[src/hw/rtl/svcs_pkg.sv]
// svcs_pkg: shared types, constants and pattern match functions for the
// view clause scanner. no dependencies.
`timescale 1ns / 1ps

package svcs_pkg;

  localparam int unsigned MatchWindow = 10;
  localparam int unsigned CellCount   = MatchWindow - 1;

  typedef logic [7:0] char_t;
  typedef char_t [MatchWindow-1:0] win_t;

  localparam char_t ChSpace = 8'h20;
  localparam char_t ChQuote = 8'h27;
  localparam char_t ChDash  = 8'h2d;
  localparam char_t ChSlash = 8'h2f;
  localparam char_t ChStar  = 8'h2a;
  localparam char_t ChLf    = 8'h0a;
  localparam char_t ChTab   = 8'h09;
  localparam char_t ChVt    = 8'h0b;
  localparam char_t ChFf    = 8'h0c;
  localparam char_t ChCr    = 8'h0d;
  localparam char_t ChLowA  = 8'h61;
  localparam char_t ChLowZ  = 8'h7a;
  localparam char_t CaseBit = 8'h20;

  typedef enum logic [1:0] {
    ModeCode  = 2'd0,
    ModeStr   = 2'd1,
    ModeLine  = 2'd2,
    ModeBlock = 2'd3
  } lex_mode_t;

  // flag bit positions
  localparam int unsigned FlagJoin  = 0;
  localparam int unsigned FlagGroup = 1;
  localparam int unsigned FlagWhere = 2;
  localparam int unsigned FlagAgg   = 3;

  typedef logic [3:0] flags_t;

  // one normalized character handed from the lexer to the window
  typedef struct packed {
    logic  push;
    char_t ch;
    logic  last;
    logic  seen;
  } tok_t;

  typedef struct packed {
    logic shift;
    logic clr;
  } cell_ctl_t;

  localparam int unsigned PatBits = 8 * MatchWindow;
  typedef logic [PatBits-1:0] pat_t;

  // literals are right aligned: last character in the lowest byte
  localparam pat_t PatJoin   = " JOIN ";
  localparam pat_t PatGroup  = " GROUP BY ";
  localparam pat_t PatWhere  = " WHERE ";
  localparam pat_t PatCount  = "COUNT(";
  localparam pat_t PatSum    = "SUM(";
  localparam pat_t PatAvg    = "AVG(";
  localparam pat_t PatMin    = "MIN(";
  localparam pat_t PatMax    = "MAX(";
  localparam pat_t PatList   = "LIST(";
  localparam pat_t PatCountS = "COUNT (";
  localparam pat_t PatSumS   = "SUM (";
  localparam pat_t PatAvgS   = "AVG (";
  localparam pat_t PatMinS   = "MIN (";
  localparam pat_t PatMaxS   = "MAX (";
  localparam pat_t PatListS  = "LIST (";

  // newest character sits at the top index of the window
  function automatic logic tail_eq(win_t w, pat_t pat, int unsigned len);
    logic hit;
    hit = 1'b1;
    for (int unsigned k = 0; k < MatchWindow; k++) begin
      if (k < len && w[MatchWindow-1-k] != pat[8*k +: 8]) begin
        hit = 1'b0;
      end
    end
    return hit;
  endfunction

  function automatic flags_t match_flags(win_t w);
    flags_t f;
    f = '0;
    f[FlagJoin]  = tail_eq(w, PatJoin, 6);
    f[FlagGroup] = tail_eq(w, PatGroup, 10);
    f[FlagWhere] = tail_eq(w, PatWhere, 7);
    f[FlagAgg]   = tail_eq(w, PatCount, 6) | tail_eq(w, PatSum, 4) |
                   tail_eq(w, PatAvg, 4) | tail_eq(w, PatMin, 4) |
                   tail_eq(w, PatMax, 4) | tail_eq(w, PatList, 5) |
                   tail_eq(w, PatCountS, 7) | tail_eq(w, PatSumS, 5) |
                   tail_eq(w, PatAvgS, 5) | tail_eq(w, PatMinS, 5) |
                   tail_eq(w, PatMaxS, 5) | tail_eq(w, PatListS, 6);
    return f;
  endfunction

endpackage

[src/hw/rtl/svcs_lexer.sv]
// svcs_lexer: one-byte lookahead lexer, blanks strings and comments,
// upper-cases code and collapses whitespace. depends on svcs_pkg.
`timescale 1ns / 1ps

module svcs_lexer import svcs_pkg::*; (
  input  logic  clk,
  input  logic  rst_n,
  input  logic  acc,
  input  logic  action,
  input  char_t data_byte,
  output tok_t  tok_nxt
);

  lex_mode_t mode_r, mode_nxt;
  char_t     held_r, held_nxt;
  logic      held_v_r, held_v_nxt;
  logic      lws_r, lws_nxt;
  logic      seen_r, seen_nxt;

  char_t     look;
  char_t     e_ch;
  lex_mode_t lex_mode_nxt;
  logic      pair;
  logic      sp;

  function automatic logic is_ws(char_t c);
    return c == ChSpace || c == ChTab || c == ChLf || c == ChCr ||
           c == ChFf || c == ChVt;
  endfunction

  always_comb begin
    look         = action ? '0 : data_byte;
    e_ch         = ChSpace;
    pair         = 1'b0;
    lex_mode_nxt = mode_r;
    unique case (mode_r)
      ModeCode: begin
        priority if (held_r == ChQuote) begin
          lex_mode_nxt = ModeStr;
        end else if (held_r == ChDash && look == ChDash) begin
          lex_mode_nxt = ModeLine;
          pair         = 1'b1;
        end else if (held_r == ChSlash && look == ChStar) begin
          lex_mode_nxt = ModeBlock;
          pair         = 1'b1;
        end else if (held_r >= ChLowA && held_r <= ChLowZ) begin
          e_ch = held_r & ~CaseBit;
        end else begin
          e_ch = held_r;
        end
      end
      ModeStr: begin
        priority if (held_r == ChQuote && look == ChQuote) begin
          pair = 1'b1;
        end else if (held_r == ChQuote) begin
          lex_mode_nxt = ModeCode;
        end else begin
          lex_mode_nxt = ModeStr;
        end
      end
      ModeLine: begin
        if (held_r == ChLf) begin
          lex_mode_nxt = ModeCode;
        end
      end
      ModeBlock: begin
        if (held_r == ChStar && look == ChSlash) begin
          lex_mode_nxt = ModeCode;
          pair         = 1'b1;
        end
      end
      default: begin
        lex_mode_nxt = ModeCode;
      end
    endcase

    sp           = is_ws(e_ch);
    tok_nxt.push = held_v_r && !(sp && lws_r);
    tok_nxt.ch   = sp ? ChSpace : e_ch;
    tok_nxt.last = action;
    tok_nxt.seen = action ? seen_r : 1'b1;

    // end item returns the lexer to its reset state
    if (action) begin
      mode_nxt   = ModeCode;
      held_nxt   = '0;
      held_v_nxt = 1'b0;
      lws_nxt    = 1'b0;
      seen_nxt   = 1'b0;
    end else begin
      seen_nxt = 1'b1;
      lws_nxt  = held_v_r ? sp : lws_r;
      mode_nxt = held_v_r ? lex_mode_nxt : mode_r;
      if (held_v_r && pair) begin
        held_nxt   = '0;
        held_v_nxt = 1'b0;
      end else begin
        held_nxt   = data_byte;
        held_v_nxt = 1'b1;
      end
    end
  end

  always_ff @(posedge clk) begin
    if (!rst_n) begin
      mode_r   <= ModeCode;
      held_r   <= '0;
      held_v_r <= 1'b0;
      lws_r    <= 1'b0;
      seen_r   <= 1'b0;
    end else if (acc) begin
      mode_r   <= mode_nxt;
      held_r   <= held_nxt;
      held_v_r <= held_v_nxt;
      lws_r    <= lws_nxt;
      seen_r   <= seen_nxt;
    end
  end

endmodule

[src/hw/rtl/svcs_cell.sv]
// svcs_cell: one character slot of the match window, shifts toward the
// older end on each push. depends on svcs_pkg.
`timescale 1ns / 1ps

module svcs_cell import svcs_pkg::*; (
  input  logic      clk,
  input  logic      rst_n,
  input  cell_ctl_t ctl,
  input  char_t     din,
  output char_t     q
);

  char_t ch_r;

  always_ff @(posedge clk) begin
    if (!rst_n || ctl.clr) begin
      ch_r <= ChSpace;
    end else if (ctl.shift) begin
      ch_r <= din;
    end
  end

  assign q = ch_r;

endmodule

[src/hw/rtl/svcs_window.sv]
// svcs_window: row of window cells, pattern compare and found flags.
// depends on svcs_pkg and svcs_cell.
`timescale 1ns / 1ps

module svcs_window import svcs_pkg::*; (
  input  logic   clk,
  input  logic   rst_n,
  input  logic   consume,
  input  tok_t   tok,
  output logic   res_v,
  output logic   res_seen,
  output flags_t res_flags
);

  char_t [CellCount-1:0] cell_q;
  cell_ctl_t             ctl;
  flags_t                flags_r, flags_nxt;
  win_t                  win1, win2;
  flags_t                hits1, hits2;

  assign ctl.shift = consume && tok.push;
  assign ctl.clr   = consume && tok.last;

  // cell 0 is the oldest character, the newest enters at the top
  for (genvar i = 0; i < CellCount; i++) begin : g_cell
    char_t din;
    if (i == CellCount - 1) begin : g_head
      assign din = tok.ch;
    end else begin : g_body
      assign din = cell_q[i+1];
    end
    svcs_cell u_cell (
      .clk   (clk),
      .rst_n (rst_n),
      .ctl   (ctl),
      .din   (din),
      .q     (cell_q[i])
    );
  end

  always_comb begin
    win1 = {tok.ch, cell_q};
    // trailing pad space after the last character of the text
    win2 = tok.push ? {ChSpace, win1[MatchWindow-1:1]} : {ChSpace, cell_q};
    hits1     = tok.push ? match_flags(win1) : '0;
    hits2     = tok.last ? match_flags(win2) : '0;
    flags_nxt = flags_r | hits1 | hits2;
    res_v     = consume && tok.last;
    res_seen  = tok.seen;
    res_flags = tok.seen ? flags_nxt : '0;
  end

  always_ff @(posedge clk) begin
    if (!rst_n) begin
      flags_r <= '0;
    end else if (consume) begin
      flags_r <= tok.last ? '0 : flags_nxt;
    end
  end

endmodule

[src/hw/rtl/sql_view_clause_scanner.sv]
// sql_view_clause_scanner: top level, token and result registers around
// the lexer and the window cell row. depends on svcs_pkg, svcs_lexer, svcs_window.
//
// usage:
//   input channel: one transfer per byte of stored view text with in_tuser
//   low and the byte on in_tdata; a transfer with in_tuser high ends the
//   text (in_tdata ignored). exactly one result transfer follows each end.
//   result channel: out_tdata carries inspected and the four clause flags.
//   throughput: one input transfer per cycle while in_tready is high, set by
//   the lexer step and the one-shift window cell row.
//   result path: an end transfer passes through the token register, then
//   its result is loaded into the result register and shown from there.
//   stall: bytes keep flowing while a result waits; an end transfer is held
//   in the token register while the result register is full and out_tready
//   is low, and in_tready is low only while that end token waits.
//   reset: rst_n low for one clock returns lexer, window and flags to the
//   empty state; after an end transfer the block clears itself the same way.
`timescale 1ns / 1ps

module sql_view_clause_scanner import svcs_pkg::*; (
  input  logic       clk,
  input  logic       rst_n,
  input  logic       in_tvalid,
  output logic       in_tready,
  input  logic [7:0] in_tdata,   // [7:0] data_byte
  input  logic       in_tuser,   // [0] action
  output logic       out_tvalid,
  input  logic       out_tready,
  // [0] inspected, [1] join flag, [2] group by flag, [3] where flag,
  // [4] aggregate flag, [7:5] zero
  output logic [7:0] out_tdata
);

  tok_t       tok_r, tok_nxt, tok_lex;
  logic       tok_v_r, tok_v_nxt;
  logic       in_acc;
  logic       consume;
  logic       out_v_r, out_v_nxt;
  logic [7:0] out_data_r, out_data_nxt;
  logic       res_v;
  logic       res_seen;
  flags_t     res_flags;

  assign in_tready = !(tok_v_r && tok_r.last && out_v_r && !out_tready);
  assign in_acc    = in_tvalid && in_tready;
  assign consume   = tok_v_r && !(tok_r.last && out_v_r && !out_tready);

  svcs_lexer u_lexer (
    .clk       (clk),
    .rst_n     (rst_n),
    .acc       (in_acc),
    .action    (in_tuser),
    .data_byte (in_tdata),
    .tok_nxt   (tok_lex)
  );

  svcs_window u_window (
    .clk       (clk),
    .rst_n     (rst_n),
    .consume   (consume),
    .tok       (tok_r),
    .res_v     (res_v),
    .res_seen  (res_seen),
    .res_flags (res_flags)
  );

  always_comb begin
    tok_nxt      = in_acc ? tok_lex : tok_r;
    tok_v_nxt    = in_acc ? 1'b1 : (consume ? 1'b0 : tok_v_r);
    out_v_nxt    = res_v ? 1'b1 : (out_tready ? 1'b0 : out_v_r);
    out_data_nxt = res_v ? {3'b000, res_flags, res_seen} : out_data_r;
  end

  always_ff @(posedge clk) begin
    if (!rst_n) begin
      tok_v_r <= 1'b0;
      out_v_r <= 1'b0;
    end else begin
      tok_v_r <= tok_v_nxt;
      out_v_r <= out_v_nxt;
    end
  end

  always_ff @(posedge clk) begin
    tok_r      <= tok_nxt;
    out_data_r <= out_data_nxt;
  end

  assign out_tvalid = out_v_r;
  assign out_tdata  = out_data_r;

  a_empty_no_flags: assert property (@(posedge clk) disable iff (!rst_n)
    out_v_r && !out_data_r[0] |-> out_data_r[4:1] == '0)
    else $error("flags set on a result for empty text");

  a_block_only_on_end: assert property (@(posedge clk) disable iff (!rst_n)
    !in_tready |-> tok_v_r && tok_r.last && out_v_r)
    else $error("input blocked without a waiting end token");

  a_result_from_end: assert property (@(posedge clk) disable iff (!rst_n)
    res_v |-> tok_v_r && tok_r.last && (!out_v_r || out_tready))
    else $error("result loaded over an untaken result");

  a_pad_zero: assert property (@(posedge clk) disable iff (!rst_n)
    out_v_r |-> out_data_r[7:5] == '0)
    else $error("nonzero pad bits in result");

endmodule
[config.mk]
export PLATFORM = sky130hd
export DESIGN_NAME = sql_view_clause_scanner
export DESIGN_NICKNAME = d
export VERILOG_FILES = /design/src/hw/rtl/svcs_pkg.sv /design/src/hw/rtl/svcs_lexer.sv /design/src/hw/rtl/svcs_cell.sv /design/src/hw/rtl/svcs_window.sv /design/src/hw/rtl/sql_view_clause_scanner.sv
export SDC_FILE = /design/constraint.sdc
export NUM_CORES = 1
export LEC_CHECK = 0
export ABC_AREA = 1
export BUFFER_PORTS_ARGS = -buffer_cell sky130_fd_sc_hd__buf_2
export CAP_MARGIN = 20
export CORE_ASPECT_RATIO = 0.8
export CORE_MARGIN = 4
export CORE_UTILIZATION = 60
export DETAILED_ROUTE_END_ITERATION = 6
export PLACE_DENSITY = 0.78
export SKIP_CTS_REPAIR_TIMING = 1
export SLEW_MARGIN = 20
export SYNTH_ARGS = -nofsm -noshare
export SYNTH_HDL_FRONTEND = slang
export SYNTH_SLANG_ARGS = --single-unit
[constraint.sdc]
create_clock -name clk -period 2.4 [get_ports clk]
set_input_delay 0.24 -clock clk [delete_from_list [all_inputs] [get_ports clk]]
set_output_delay 0.24 -clock clk [all_outputs]
set_load 0.05 [all_outputs]
# Word-level counts from Yosys, hierarchy flattened
# Index checks and enable logic that the tools add are counted.
word_totals:
  register_bits: 107
  out_inout_bits: 10
  word_cells: 376
op_classes:
  magnitude_cmp: 2
  n_eq_ne: 130
  mux: 163
  bitwise_logic: 24
  n_reduce_logical: 34
ops:
  columns: ["op", "n"]
  rows:
  - ["$ne 8x7->1 const B", 94]
  - ["$mux 1", 141]
  - ["$ne 8x6->1 const B", 12]
  - ["$eq 8x6->1 const B", 9]
  - ["$mux 72", 1]
  - ["$mux 8", 7]
  - ["$eq 8x4->1 const B", 6]
  - ["$or 1x1->1", 22]
  - ["$logic_and 1x1->1", 17]
  - ["$mux 2", 8]
  - ["$ne 8x6->1 const AB", 2]
  - ["$mux 4", 3]
  - ["$ge 8x7->1 const B", 1]
  - ["$le 8x7->1 const B", 1]
  - ["$or 4x4->4", 2]
  - ["$pmux 2 s4", 1]
  - ["$logic_or 1x1->1", 6]
  - ["$mux 6", 1]
  - ["$ne 3x2->1 const B", 2]
  - ["$reduce_and 6->1", 1]
  - ["$reduce_bool 2->1", 3]
  - ["$logic_not 1->1", 5]
  - ["$ne 5x2->1 const B", 1]
  - ["$eq 2x2->1 const B", 2]
  - ["5 further kinds", 5]

# Depth between registers and ports, before layout
depth:
  depth_word: 22
  ltp_mapped: 14
  ltp_nobuf: 14

# Hierarchy
# From an unflattened synthesis, not the netlist that was laid out.
hier_totals:
  cells_unflattened: 1049
  area_unflattened_um2: 6505.0
modules_own_cells:
  columns: ["mod", "instances", "cells_per_inst", "area_per_inst_um2", "seq_area_each_um2"]
  rows:
  - ["svcs_cell", 9, 37, 286.5, 160.2]
  - ["svcs_window", 1, 495, 2275.9, 80.1]
  - ["svcs_lexer", 1, 189, 1049.8, 260.2]
  - ["sql_view_clause_scanner", 1, 32, 600.6, 520.5]

# Least setup slack after synthesis
# No wires, ideal clock.
synth_path:
  kind: "register to register"
  startpoint: "register out_v_r, in the netlist out_tvalid"
  endpoint: "register u_lexer.held_r[0]"
  arrival_time_ns: 2.037
  required_ns: 2.330
  slack_ns: 0.293
  stages_incl_launch_ff: 8
  period_less_slack_ns: 2.107
  cell_sequence: "dfxtp_1 > inv_1 > nor2_2 > nand3_1 > nand2_1 > clkbuf_1 > nand2_1 > a21oi_1"
synth_between:
  elab_chain_cells: 4
synth_lines:
  columns: ["element", "line_no", "rtl"]
  rows:
  - ["start, declared", "sql_view_clause_scanner.sv:38", "logic out_v_r, out_v_nxt;"]
  - ["start signal, assigned", "sql_view_clause_scanner.sv:80", "out_v_r <= out_v_nxt;"]
  - ["$logic_and 1x1->1 (2 in series)", "sql_view_clause_scanner.sv:44", "assign in_tready = !(tok_v_r && tok_r.last && out_v_r && !out_tready);"]
  - ["$logic_not 1->1", "sql_view_clause_scanner.sv:44", null]
  - ["via in_tready", "sql_view_clause_scanner.sv:24", "output logic in_tready,"]
  - ["$logic_and 1x1->1", "sql_view_clause_scanner.sv:45", "assign in_acc = in_tvalid && in_tready;"]
  - ["end signal, assigned", "svcs_lexer.sv:113", "held_r <= held_nxt;"]
  - ["end, declared", "svcs_lexer.sv:15", "char_t held_r, held_nxt;"]
# The timed path passes the listed nets, and every way through them passes these cells.
# A chain may end at the register's enable or synchronous reset.

# Final worst setup path
layout_path:
  startpoint: "register tok_r[10] in the netlist's numbering"
  endpoint: "register out_data_r[1], in the netlist out_tdata[1] (data pin)"
layout_between:
  elab_chain_cells: 9
  elab_cells_between_ends: 15
  classes_between: "eq/ne (5); mux (8); bitwise (2)"
layout_lines:
  columns: ["element", "line_no", "rtl"]
  rows:
  - ["start, declared", "sql_view_clause_scanner.sv:34", "tok_t tok_r, tok_nxt, tok_lex;"]
  - ["start signal, assigned", "sql_view_clause_scanner.sv:85", "tok_r <= tok_nxt;"]
  - ["$mux 72", "svcs_window.sv:44", "win2 = tok.push ? {ChSpace, win1[MatchWindow-1:1]} : {ChSpace, cell_q};"]
  - ["$ne 8x7->1", "svcs_pkg.sv:80", "if (k < len && w[MatchWindow-1-k] != pat[8*k +: 8]) begin"]
  - ["$mux 1 (5 in series)", "svcs_pkg.sv:80", null]
  - ["$mux 4", "svcs_window.sv:46", "hits2 = tok.last ? match_flags(win2) : '0;"]
  - ["$or 4x4->4 *", "svcs_window.sv:47", "flags_nxt = flags_r | hits1 | hits2;"]
  - ["end signal, assigned", "sql_view_clause_scanner.sv:86", "out_data_r <= out_data_nxt;"]
  - ["end, declared", "sql_view_clause_scanner.sv:39", "logic [7:0] out_data_r, out_data_nxt;"]
# Mark *: on every way between the ends. The rest lies on a longest branch, timed or not.

==> impl_metrics.json <==
{
  "outcome": "completed",
  "worstMarginPinSlew_ps": 545,
  "ys_seq_elements": 107,
  "hold_viol": 0,
  "fmax_ghz": 0.466,
  "yosys.cell_types.count": 40,
  "ctsRootBufferMaster": "clkbuf_16",
  "worstReg2RegEnd": "out_tdata[1]",
  "wl_um": 18900,
  "worst-r2r-cell-count": 6,
  "async_flop_share_pct": 0,
  "drtAntennaViolNets": 0,
  "critical_path.top_delay_family": "simple AND/OR/NAND/NOR gates",
  "reg2reg_setup_slack_ps": 250,
  "tritoncts": "yes",
  "num-fill-cells": 908,
  "p_leak_nw": 2.49,
  "antenna_found_initial": 0,
  "required_ps": 2610,
  "seq_area_sq_mm": 0.00230,
  "boundaryPins": 23,
  "num_antenna_cells": 0,
  "rsz0062_at_grt": "false",
  "setup_viol": 0,
  "synth_edf_count": 16,
  "hold_path.startpoint": "in_tdata[6]",
  "r2r-start": "tok_r[10]",
  "period_minus_slack_ps": 2150,
  "min_to": "u_lexer.held_r[6]",
  "p_per_area_mw_per_mm2": 597,
  "holdWs_ps": 159,
  "synthFlopType": "dfxtp_1",
  "place.gp.congestion": 1.00,
  "numPortBuffers": 19,
  "nNetsFinal": 952,
  "finalCritPeriodShare_pct": 89.4,
  "drc_errors": 0,
  "drt_iter0_drc": 962,
  "cts_buffer_depth": 2,
  "core_region_area_sq_mm": 0.00989,
  "criticalPathCategory": "register to register",
  "overflow": 0,
  "fin_tns_setup_ps": 0,
  "critPathSlowestCell": "o21ai_0",
  "multiInputGateArea_sq_mm": 0.00318,
  "drt_first_pass_iters": 7,
  "yosys_warnings": 0,
  "path_clk_slew_ps": 80,
  "peakVddDrop_mv": 0.511,
  "die_h_um": 99.0,
  "start_util_pct": 62.9,
  "ys_seq_area_share_pct": 37.0,
  "die_w_um": 122,
  "slowest_delay_ps": 440,
  "syn-instance-count": 941,
  "wl_per_cell_um": 17.5,
  "drv_slew": 0,
  "grt_pass1_wl_um": 30600,
  "critical_path.max_fanout": 50,
  "netlist_area_sq_mm": 0.00622,
  "clock_latency_ps": 350,
  "grt_max_degree": 57,
  "start_kind": "register",
  "rows": 32,
  "cts_sinks": 107,
  "h-tree-depth": 3,
  "max_slew_margin_pct": 63.6,
  "min_path_cells": 3,
  "layout-drive-gt1-share_pct": 8.05,
  "endpoint_kind": "register",
  "crit_buf_inv": 1,
  "cts-buffers-inserted": 9,
  "skew_ps": 9.83,
  "syn2layout_area_growth_pct": 6.54,
  "crit_chain": "buf_12, o21ai_0, nand3_1, nor4_1, nand4_1, a21oi_1",
  "grt.total_usage_pct": 32.1,
  "grt_pass1_vias": 5784,
  "die_area_sq_mm": 0.0121,
  "vias": 6459,
  "drv_cap": 0,
  "hpwl_um": 14400,
  "hp-class": "input pin to register",
  "worstPathArrival_ps": 2350,
  "via_per_inst": 5.98,
  "avgSynthCellArea_sq_um": 6.61
}
==> layout make-up <==
class | count | share of cell area (%)
inverter | 115 | 6.56
clock buffer | 10 | 3.46
sequential | 107 | 34.8
clock inverter | 6 | 0.945
multi-input combinational | 672 | 48.0
tap | 136 | 2.57
timing repair buffer | 34 | 3.70
==> sequential cells by signal (all words and copies together) (netlist names) <==
signal                    flops
out_tdata                     5
out_tvalid                    1
tok_r                        11
tok_v_r                       1
u_lexer.held_r                8
u_lexer.held_v_r              1
u_lexer.lws_r                 1
u_lexer.mode_r                2
u_lexer.seen_r                1
u_window.flags_r              4
u_window.g_cell.u_cell.q     72
==> synth_stat cells, types with 2 or more instances <==
library cell,number,area share (%)
nand3b_1,3,0.36
nor2_2,2,0.20
nand2_2,4,0.40
buf_6,9,1.6
o21ai_1,14,1.1
inv_1,113,6.8
o21ai_2,5,0.70
o221ai_1,5,0.70
nor2_1,114,6.9
nor2_4,2,0.36
buf_4,5,0.60
nor4_2,3,0.60
a21oi_1,88,7.1
or2_2,2,0.20
clkbuf_1,14,0.85
nand4_1,39,3.9
dfxtp_1,91,29
clkbuf_2,2,0.16
nor4_1,12,1.2
o21ai_0,84,6.8
nor3_1,36,2.9
o21a_1,3,0.36
nand2_1,191,12
buf_2,17,1.4
edfxtp_1,16,7.7
nand3_1,53,4.3
==> cell usage in the layout, fill, tap and decap left out, types with 3 or more instances in the layout <==
master / synthesis / layout
conb_1: 1 / 3
o221ai_1: 5 / 5
o21ai_2: 5 / 5
nor4_2: 3 / 3
nand4_1: 39 / 39
o21ai_1: 14 / 14
nor2_2: 2 / 3
nand2_2: 4 / 4
o21a_1: 3 / 3
nand2_1: 191 / 191
buf_12: 1 / 3
nor2_1: 114 / 113
inv_1: 113 / 112
o21ai_0: 84 / 84
nor3_1: 36 / 36
clkbuf_16: 0 / 9
buf_2: 17 / 19
edfxtp_1: 16 / 16
dfxtp_1: 91 / 91
nand3_1: 53 / 53
buf_4: 5 / 12
inv_6: 0 / 4
nor4_1: 12 / 12
nand3b_1: 3 / 3
a21oi_1: 88 / 88
==> report_power, final <==
group	switching, W	total (W)	internal, W
sequential	0.0000747	0.00196	0.00189
clock	0.000729	0.00147	0.000737
combinational	0.000375	0.000524	0.000149
total	0.00118	0.00395	0.00277
==> cells by family (layout without fill, tap and decap cells) <==
family	count (synthesis)	in the layout	synth area share (%)
compound gates	202	202	17.1
simple gates	467	467	33.8
other cells	1	3	0.0603
buf+inv	164	165	12.0
flops	107	107	37.0
==> worst max path at each step <==
| stage | start | endpoint | slack (ps) | depth (start not counted) |
|---|---|---|---|---|
| after floorplan | out_tvalid | u_lexer.held_r[0] | 290 | 7 |
| after global placement | tok_r[10] | out_tdata[1] | 340 | 6 |
| after detailed placement | tok_r[10] | out_tdata[1] | 380 | 9 |
| after global routing | tok_r[10] | out_tdata[1] | 40 | 6 |
| final | tok_r[10] | out_tdata[1] | 250 | 6 |
| after CTS | tok_r[10] | out_tdata[1] | 360 | 9 |
==> per-stage QoR <==
step | cells | instance area (sq um) | power (W) | worst slack [ps] | utilization (%)
6_report | 1080 | 6620 | 0.00395 | 255 | 67.0
5_1_grt | 1080 | 6620 | 0.00412 | 39.6 | 67.0
4_1_cts | 1080 | 6620 | 0.00395 | 363 | 67.0
3_5_place_dp | 1064 | 6330 | 0.00251 | 383 | 64.0
3_3_place_gp | 1064 | 6330 | 0.00249 | 338 | 64.0
2_1_floorplan | 943 | 6220 | 0.00237 | 293 | -
==> metal layers <==
metal / vias to the layer above / wire length (um) / track usage (%)
li1: 3112 / - / -
met2: 354 / 8120 / 47.8
met3: 42 / 1830 / 6.14
met4: 0 / 499 / 9.13
met1: 2951 / 8420 / 47.5
met5: - / 0 / 0
==> tightest hold or removal path, cell delays in order <==
cell,delay [ps]
buf_2,100
nand3_1,70
a21oi_1,50
(Power assumes the default switching activity.)
